--- config.mk ---
export PLATFORM = sky130hd
export DESIGN_NAME = polynomial_evaluator
export DESIGN_NICKNAME = d
export VERILOG_FILES = /design/src/poly_eval_pkg.sv /design/src/polynomial_evaluator.sv
export VERILOG_INCLUDE_DIRS = /design/src /design/src/src
export SDC_FILE = /design/constraint.sdc
export NUM_CORES = 2
export LEC_CHECK = 0
export ABC_CLOCK_PERIOD_IN_PS = 14200
export BUFFER_PORTS_ARGS = -buffer_cell sky130_fd_sc_hd__buf_2
export CORE_MARGIN = 1.5
export CORE_UTILIZATION = 40
export DETAILED_ROUTE_END_ITERATION = 10
export PLACE_DENSITY = 0.54
export SLEW_MARGIN = 40
export SYNTH_ARGS = -nofsm -noshare
export SYNTH_HDL_FRONTEND = slang
export SYNTH_SLANG_ARGS = --single-unit
--- constraint.sdc ---
create_clock -name clk_i -period 14.2 [get_ports clk_i]
set_input_delay 0.71 -clock clk_i [delete_from_list [all_inputs] [get_ports clk_i]]
set_output_delay 0.71 -clock clk_i [all_outputs]
set_load 0.005 [all_outputs]
--- src/polynomial_evaluator_macros.svh ---
// Assertion macros shared by the polynomial evaluator RTL.
`ifndef POLYNOMIAL_EVALUATOR_MACROS_SVH
`define POLYNOMIAL_EVALUATOR_MACROS_SVH

`ifndef SYNTHESIS
// Check a property on every rising clk_i edge outside reset.
`define PE_ASSERT(lbl, prop, msg) \
  lbl: assert property (@(posedge clk_i) disable iff (!rst_ni) (prop)) else $error(msg);
// Check that a condition never holds outside reset.
`define PE_ASSERT_NEVER(lbl, cond, msg) \
  `PE_ASSERT(lbl, !(cond), msg)
`else
`define PE_ASSERT(lbl, prop, msg)
`define PE_ASSERT_NEVER(lbl, cond, msg)
`endif

`endif

--- src/poly_eval_pkg.sv ---
// Shared types and constants of the polynomial evaluator.
package poly_eval_pkg;

  // Coefficient table and field widths
  localparam int MAX_DEGREE = 15;
  localparam int COEF_DEPTH = MAX_DEGREE + 1;
  localparam int DEG_W      = 4;
  localparam int COEF_W     = 16;
  localparam int X_W        = 16;
  localparam int VALUE_W    = 64;
  localparam int HALF_W     = VALUE_W / 2;
  localparam int MUL_A_W    = HALF_W + 1;
  localparam int MUL_P_W    = MUL_A_W + X_W;
  localparam int PROD_W     = MUL_P_W + HALF_W;
  localparam int SUM_W      = VALUE_W + 1;

  // Configuration port
  localparam int PADDR_W = 3;
  localparam int PDATA_W = 32;
  localparam logic REG_DEGREE = 1'b0;

  // Saturation limits
  localparam logic [VALUE_W-1:0] SAT_POS = {1'b0, {(VALUE_W-1){1'b1}}};
  localparam logic [VALUE_W-1:0] SAT_NEG = {1'b1, {(VALUE_W-1){1'b0}}};

  typedef enum logic {
    CMD_WRITE = 1'b0,
    CMD_EVAL  = 1'b1
  } cmd_e;

  typedef enum logic [4:0] {
    ST_IDLE = 5'b00001,
    ST_LO   = 5'b00010,
    ST_HI   = 5'b00100,
    ST_ADD  = 5'b01000,
    ST_DONE = 5'b10000
  } state_e;

endpackage

--- src/polynomial_evaluator.sv ---
// Horner polynomial evaluator with a shared 33x16 multiplier and saturation.
//
// Input channel (in_valid_i / in_stall_o) carries command_i, coef_index_i,
// coef_value_i and x_i. A write beat stores coef_value_i into slot
// coef_index_i and gives no result. An evaluate beat computes
// the polynomial of degree "degree" at x_i and gives one result beat of
// value_o and overflow_o on the output channel (out_valid_o / out_stall_i).
// Each Horner step runs on one shared multiplier in turn: low half of
// the accumulator times x, high half times x with recombination, then the
// coefficient add with range checks. An overflow ends the run early.
// in_stall_o is high during evaluation.
// The result sits in an output register, so new beats are accepted while it
// waits; if the receiver still stalls when the next result is ready, the
// evaluator holds it and stalls its input until the register frees.
// Reset clears the coefficient table to zero, degree to zero and drops any
// pending result. degree is written over the APB port at addresses 0 to 3 (paddr[2] clear).
module polynomial_evaluator
  import poly_eval_pkg::*;
(
  input  logic                      clk_i,
  input  logic                      rst_ni,
  // input channel
  input  logic                      in_valid_i,
  output logic                      in_stall_o,
  input  logic                      command_i,
  input  logic [DEG_W-1:0]          coef_index_i,
  input  logic signed [COEF_W-1:0]  coef_value_i,
  input  logic signed [X_W-1:0]     x_i,
  // output channel
  output logic                      out_valid_o,
  input  logic                      out_stall_i,
  output logic signed [VALUE_W-1:0] value_o,
  output logic                      overflow_o,
  // configuration port
  input  logic                      psel,
  input  logic                      penable,
  input  logic                      pwrite,
  input  logic [PADDR_W-1:0]        paddr,
  input  logic [PDATA_W-1:0]        pwdata,
  output logic [PDATA_W-1:0]        prdata,
  output logic                      pready
);

`include "polynomial_evaluator_macros.svh"

  state_e                     state_q, state_d;
  logic [DEG_W-1:0]           degree_q;
  logic signed [COEF_W-1:0]   coef_q [COEF_DEPTH];
  logic [DEG_W-1:0]           idx_q, idx_d;
  logic signed [X_W-1:0]      x_q;
  logic [VALUE_W-1:0]         acc_q, acc_d;
  logic                       ovf_q, ovf_d;
  logic signed [MUL_P_W-1:0]  prod_lo_q;
  logic [PROD_W-1:0]          prod_q;
  logic                       out_valid_q, out_valid_d;
  logic [VALUE_W-1:0]         value_q, value_d;
  logic                       overflow_q, overflow_d;

  logic                       in_accept;
  logic                       cfg_write;
  logic                       out_free;
  logic signed [MUL_A_W-1:0]  mul_a;
  logic signed [MUL_P_W-1:0]  mul_p;
  logic [COEF_W-1:0]          coef_rd;
  logic [SUM_W-1:0]           sum;
  logic                       prod_fits;
  logic                       sum_ovf;
  logic                       step_ovf;
  logic [VALUE_W-1:0]         step_val;
  logic                       finish;

  // Handshakes
  assign in_stall_o  = (state_q != ST_IDLE);
  assign in_accept   = in_valid_i && !in_stall_o;
  assign out_free    = !out_valid_q || !out_stall_i;
  assign out_valid_o = out_valid_q;
  assign value_o     = value_q;
  assign overflow_o  = overflow_q;

  // Configuration register access
  assign pready    = 1'b1;
  assign cfg_write = psel && penable && pwrite && pready && (paddr[PADDR_W-1] == REG_DEGREE);
  always_comb begin
    prdata = '0;
    if (paddr[PADDR_W-1] == REG_DEGREE) begin
      prdata = {{(PDATA_W-DEG_W){1'b0}}, degree_q};
    end
  end

  always_ff @(posedge clk_i or negedge rst_ni) begin
    if (!rst_ni) begin
      degree_q <= '0;
    end else if (cfg_write) begin
      degree_q <= pwdata[DEG_W-1:0];
    end
  end

  // Coefficient table, cleared at reset
  always_ff @(posedge clk_i or negedge rst_ni) begin
    if (!rst_ni) begin
      for (int i = 0; i < COEF_DEPTH; i++) begin
        coef_q[i] <= '0;
      end
    end else if (in_accept && (command_i == CMD_WRITE)) begin
      coef_q[coef_index_i] <= coef_value_i;
    end
  end

  // Shared multiplier: low half (unsigned) or high half (signed) times x
  always_comb begin
    if (state_q == ST_HI) begin
      mul_a = {acc_q[VALUE_W-1], acc_q[VALUE_W-1:HALF_W]};
    end else begin
      mul_a = {1'b0, acc_q[HALF_W-1:0]};
    end
  end
  assign mul_p = mul_a * x_q;

  // Coefficient add and range checks
  assign coef_rd   = coef_q[idx_q];
  assign sum       = {prod_q[VALUE_W-1], prod_q[VALUE_W-1:0]}
                   + {{(SUM_W-COEF_W){coef_rd[COEF_W-1]}}, coef_rd};
  assign prod_fits = (&prod_q[PROD_W-1:VALUE_W-1]) || !(|prod_q[PROD_W-1:VALUE_W-1]);
  assign sum_ovf   = sum[SUM_W-1] ^ sum[SUM_W-2];
  assign step_ovf  = !prod_fits || sum_ovf;
  always_comb begin
    if (!prod_fits) begin
      step_val = prod_q[PROD_W-1] ? SAT_NEG : SAT_POS;
    end else if (sum_ovf) begin
      step_val = sum[SUM_W-1] ? SAT_NEG : SAT_POS;
    end else begin
      step_val = sum[VALUE_W-1:0];
    end
  end
  assign finish = step_ovf || (idx_q == degree_q);

  // Sequencer
  always_comb begin
    state_d     = state_q;
    idx_d       = idx_q;
    acc_d       = acc_q;
    ovf_d       = ovf_q;
    out_valid_d = out_valid_q && out_stall_i;
    value_d     = value_q;
    overflow_d  = overflow_q;
    case (state_q)
      ST_IDLE: begin
        if (in_accept && (command_i == CMD_EVAL)) begin
          idx_d   = '0;
          acc_d   = '0;
          ovf_d   = 1'b0;
          state_d = ST_LO;
        end
      end
      ST_LO: begin
        state_d = ST_HI;
      end
      ST_HI: begin
        state_d = ST_ADD;
      end
      ST_ADD: begin
        if (finish) begin
          if (out_free) begin
            out_valid_d = 1'b1;
            value_d     = step_val;
            overflow_d  = step_ovf;
            state_d     = ST_IDLE;
          end else begin
            acc_d   = step_val;
            ovf_d   = step_ovf;
            state_d = ST_DONE;
          end
        end else begin
          acc_d   = step_val;
          idx_d   = idx_q + 1'b1;
          state_d = ST_LO;
        end
      end
      ST_DONE: begin
        if (out_free) begin
          out_valid_d = 1'b1;
          value_d     = acc_q;
          overflow_d  = ovf_q;
          state_d     = ST_IDLE;
        end
      end
      default: begin
        state_d = ST_IDLE;
      end
    endcase
  end

  always_ff @(posedge clk_i or negedge rst_ni) begin
    if (!rst_ni) begin
      state_q     <= ST_IDLE;
      out_valid_q <= 1'b0;
      idx_q       <= '0;
    end else begin
      state_q     <= state_d;
      out_valid_q <= out_valid_d;
      idx_q       <= idx_d;
    end
  end

  // Datapath registers
  always_ff @(posedge clk_i) begin
    acc_q      <= acc_d;
    ovf_q      <= ovf_d;
    value_q    <= value_d;
    overflow_q <= overflow_d;
    if (in_accept) begin
      x_q <= x_i;
    end
    if (state_q == ST_LO) begin
      prod_lo_q <= mul_p;
    end
    if (state_q == ST_HI) begin
      prod_q <= {mul_p, {HALF_W{1'b0}}}
              + {{(PROD_W-MUL_P_W){prod_lo_q[MUL_P_W-1]}}, prod_lo_q};
    end
  end

  // Checks
  `PE_ASSERT(a_idx_in_range, (state_q != ST_IDLE) |-> (idx_q <= degree_q), "index past degree")
  `PE_ASSERT(a_eval_starts, (in_accept && command_i == CMD_EVAL) |=> (state_q == ST_LO), "eval did not start")
  `PE_ASSERT(a_hi_then_add, (state_q == ST_HI) |=> (state_q == ST_ADD), "add phase skipped")
  `PE_ASSERT(a_ovf_saturates, (out_valid_o && overflow_o) |-> (value_o == SAT_POS || value_o == SAT_NEG), "overflow without saturation")
  `PE_ASSERT_NEVER(a_no_done_when_free, (state_q == ST_DONE) && $past(out_free) && $past(state_q == ST_DONE), "held result not released")

endmodule
==> flow_summary.html <==
<table>
<tr><th>Metric</th><th>Value</th></tr>
<tr><th colspan="2">Floorplanning</th></tr>
<tr><td>Die X</td><td>348 um</td></tr>
<tr><td>Floorplan die height</td><td>between 300 and 400 um</td></tr>
<tr><td>Die area</td><td>roughly 120000 um2</td></tr>
<tr><td>Std-Cell Core Area</td><td>118000 um2</td></tr>
<tr><td>Number of placed I/O pins</td><td>179</td></tr>
<tr><td>Initial core utilization</td><td>between 40% and 50%</td></tr>
<tr><td>Number of core rows</td><td>126</td></tr>
<tr><th colspan="2">Worst setup path</th></tr>
<tr><td>Data required, critical path</td><td>14.59 ns</td></tr>
<tr><td>Cell mode on critical path</td><td>fa_1</td></tr>
<tr><td>Library cell contributing the largest single delay on the critical path</td><td>nand2_1</td></tr>
<tr><td>Worst Path Arrival</td><td>11.99 ns</td></tr>
<tr><td>Crit path kind</td><td>reg2reg</td></tr>
<tr><td>Largest fanout on the critical path</td><td>34</td></tr>
<tr><td>Largest stage delay, worst path</td><td>0.65 ns</td></tr>
<tr><td>Kind of end point of the critical path</td><td>register</td></tr>
<tr><td>CP Launch Type</td><td>register</td></tr>
<tr><th colspan="2">Logic synthesis</th></tr>
<tr><td>Yosys warning count</td><td>0</td></tr>
<tr><td>Proportion of synthesized chip area in sequential cells</td><td>a little under a third</td></tr>
<tr><td>Fraction of registers with async set or reset after synthesis</td><td>49.5%</td></tr>
<tr><td>Post-Syn Instances</td><td>4663</td></tr>
<tr><td>Post-synth cell types</td><td>86</td></tr>
<tr><td>Fraction of post-synthesis cell area in the top cell type by area</td><td>about a fifth</td></tr>
<tr><td>Average size of a mapped cell</td><td>10.2 um2</td></tr>
<tr><td>Top flip-flop cell by instance count after synthesis</td><td>edfxtp_1</td></tr>
<tr><td>Most area-hungry cell type in the Yosys netlist</td><td>fa_1</td></tr>
<tr><td>Number of enable-type register cells in the synthesized netlist</td><td>276</td></tr>
<tr><td>Ranking of synthesized cells by area</td><td>fa_1 21%, edfxtp_1 17%, dfrtp_1 14%</td></tr>
<tr><td>Flip-flop and latch count after synthesis</td><td>546</td></tr>
<tr><td>Cell area after synthesis</td><td>about 48000 um2</td></tr>
<tr><th colspan="2">Drt</th></tr>
<tr><td>Number of search-and-repair iterations in the first detailed-routing pass</td><td>6</td></tr>
<tr><td>Drt total wl</td><td>140000 um</td></tr>
<tr><td>DRC violation count after routing</td><td>0</td></tr>
<tr><td>Wire per inst</td><td>22.3 um</td></tr>
<tr><td>Average via count per standard cell</td><td>~5.4</td></tr>
<tr><td>Via count</td><td>33700</td></tr>
<tr><td>DRC violation total after the first TritonRoute iteration</td><td>2493</td></tr>
<tr><td>Antenna Violating Nets Remaining</td><td>0</td></tr>
<tr><th colspan="2">Timing</th></tr>
<tr><td>Fmax</td><td>86.2 MHz</td></tr>
<tr><td>Final period utilization</td><td>81.7%</td></tr>
<tr><td>RSZ-0062 raised after global routing</td><td>false</td></tr>
<tr><td>Time the final worst path needs with I/O delays and setup</td><td>approximately 12 ns</td></tr>
<tr><td>Fin Clk Skew</td><td>roughly 0.054 ns</td></tr>
<tr><td>Final sum of negative setup slack</td><td>0 ns</td></tr>
<tr><td>Worst Max-Slew Pin Slew</td><td>0.900 ns</td></tr>
<tr><td>Worst rel slew slack</td><td>39.7%</td></tr>
<tr><td>Final hold vios</td><td>0</td></tr>
<tr><td>Final setup violation count</td><td>0</td></tr>
<tr><td>Count of pins over their slew limit</td><td>0</td></tr>
<tr><th colspan="2">Global routing</th></tr>
<tr><td>Wire length of the first global-routing pass</td><td>~210000 um</td></tr>
<tr><td>Largest net degree at the start of global routing</td><td>between 80 and 90</td></tr>
<tr><td>Via count of the first global-routing pass</td><td>between 30000 and 40000</td></tr>
<tr><td>Grt ovf</td><td>0</td></tr>
<tr><td>Global Route Usage Sum</td><td>23.4%</td></tr>
<tr><td>Antenna violations before repair</td><td>10</td></tr>
<tr><th colspan="2">Clocking</th></tr>
<tr><td>TritonCTS clock tree</td><td>yes</td></tr>
<tr><td>Insertion delay of the later-clocked pin in the worst-skew pair</td><td>between 0.6 and 0.7 ns</td></tr>
<tr><td>Clock transition at the registers of the reported paths</td><td>around 0.07 ns</td></tr>
<tr><td>Num CTS Buffers</td><td>67</td></tr>
<tr><td>H-Tree Level Count</td><td>3</td></tr>
<tr><td>TritonCTS sink count</td><td>546</td></tr>
<tr><td>Buffers from clock root to sink, at most</td><td>3</td></tr>
<tr><td>Cell at the root of the clock tree</td><td>clkbuf_16</td></tr>
<tr><th colspan="2">Cells and area</th></tr>
<tr><td>Leading cell types in the layout, fill and taps excluded</td><td>650 x inv_1, 527 x nand2_1, 503 x fa_1, 319 x a21oi_1</td></tr>
<tr><td>Area of combinational cells with multiple inputs</td><td>29200 um2</td></tr>
<tr><td>Area growth, synth to finish</td><td>9.65%</td></tr>
<tr><td>Most common library cell in the layout ignoring fill and taps</td><td>inv_1</td></tr>
<tr><td>Combined flip-flop and latch cell area</td><td>15100 um2</td></tr>
<tr><td>Share of cells above drive strength 1</td><td>between 10% and 20%</td></tr>
<tr><td>Number of standard cells in the final layout excluding fillers</td><td>6276</td></tr>
<tr><td>Filler instances</td><td>11300</td></tr>
<tr><td>Number of nets in the layout</td><td>about 5500</td></tr>
<tr><th colspan="2">Place</th></tr>
<tr><td>Global placement routability congestion</td><td>0.926</td></tr>
<tr><td>Placed wire-length estimate</td><td>102000 um</td></tr>
<tr><td>Number of cells after detailed placement</td><td>6147</td></tr>
<tr><td>Number of buffer cells added on primary ports</td><td>119</td></tr>
<tr><th colspan="2">Job</th></tr>
<tr><td>Max_cap viols</td><td>0</td></tr>
<tr><th colspan="2">Min path</th></tr>
<tr><td>Type of the most critical hold path</td><td>in2reg</td></tr>
<tr><th colspan="2">Status</th></tr>
<tr><td>Run status</td><td>completed</td></tr>
</table>
==> cell families after synthesis <==
group           Yosys count  share of synthesized area, %
compound gates          738                          9.65
xor+xnor                160                          2.98
fa+ha+maj               733                          27.2
buf+inv                 910                          7.53
flops                   546                          31.7
mux                     361                          9.17
other cells               2                        0.0158
simple gates           1213                          11.8
==> through the flow <==
stage	utilization, %	hold slack [ns]	setup slack (ns)	area (um2)
after floorplan	-	0.400	2.69	47600
after global placement	42.0	0.401	2.72	49600
after detailed placement	42.1	0.405	2.51	49700
after CTS	44.1	0.196	2.43	52000
after global routing	44.2	0.209	1.97	52100
final	44.2	0.227	2.60	52100
==> state kept, by name, indices dropped and copies added (netlist names), 5 cells and up <==
| name | flops |
|---|---|
| acc_q | 64 |
| coef_q | 256 |
| prod_lo_q | 49 |
| prod_q | 81 |
| state_q | 5 |
| value_o | 64 |
| x_q | 16 |
==> critical path: cells and delay by family (launching register included) <==
family / cells / cell delay (ns)
XOR/XNOR: 2 / 0.50
AO/OA/AOI/OAI: 13 / 3.61
buffers and inverters: 7 / 1.23
adder cells (fa/ha/maj): 8 / 3.93
AND/OR/NAND/NOR: 7 / 1.59
flip-flops: 1 / 0.43
==> cell type report <==
cell class / count / share of cell area, %
Multi-Input combinational cell: 3234 / 55.9
Antenna cell: 2 / 0.00960
Sequential cell: 546 / 28.9
Clock inverter: 34 / 0.867
Timing Repair Buffer: 184 / 2.29
Tap cell: 1536 / 3.69
Clock buffer: 89 / 3.63
Inverter: 651 / 4.69
==> routing by layer <==
layer / track usage [%] / routed length, um
met5: 0 / 33
met1: 32.7 / 62800
met4: 5.45 / 3260
met2: 38.8 / 66700
met3: 2.63 / 6890
==> final timing paths <==
| path | from | to | slack [ns] | cells after the start |
|---|---|---|---|---|
| min in group asynchronous | rst_ni | coef_q[56] | 0.57 | 2 |
| max in group asynchronous | rst_ni | coef_q[235] | 12.11 | 4 |
| max | state_q[1] | prod_q[73] | 2.60 | 37 |
| max reg2reg | state_q[1] | prod_q[73] | 2.60 | 37 |
| min reg2reg | prod_lo_q[10] | prod_q[10] | 0.40 | 0 |
| min | x_i[1] | x_q[1] | 0.23 | 1 |
==> cell usage after synthesis, types with 18 or more instances <==
library cell,number
nor3_1,20
mux2i_1,53
and2_1,200
a21oi_1,320
xor2_1,55
clkbuf_1,207
a221oi_1,18
dfrtp_1,269
xnor2_1,104
inv_1,651
nor2_1,256
and3_1,22
ha_1,230
nor2b_1,35
mux2_2,276
buf_4,31
nand4_1,35
nand2b_1,18
a21o_1,69
o21a_1,26
mux4_2,32
o21bai_1,32
fa_1,503
nand3_1,32
nand2_1,539
edfxtp_1,276
o21ai_0,124
==> what timing repair did <==
item                      4_1_cts  5_1_grt
hold buffers                    1        0
hold endpoints to repair       54        0
buffers inserted                0        0
gates resized for setup         0        0
Power is not shown: default switching activity piles up to over one toggle a cycle in this logic, so the estimate is an artifact.
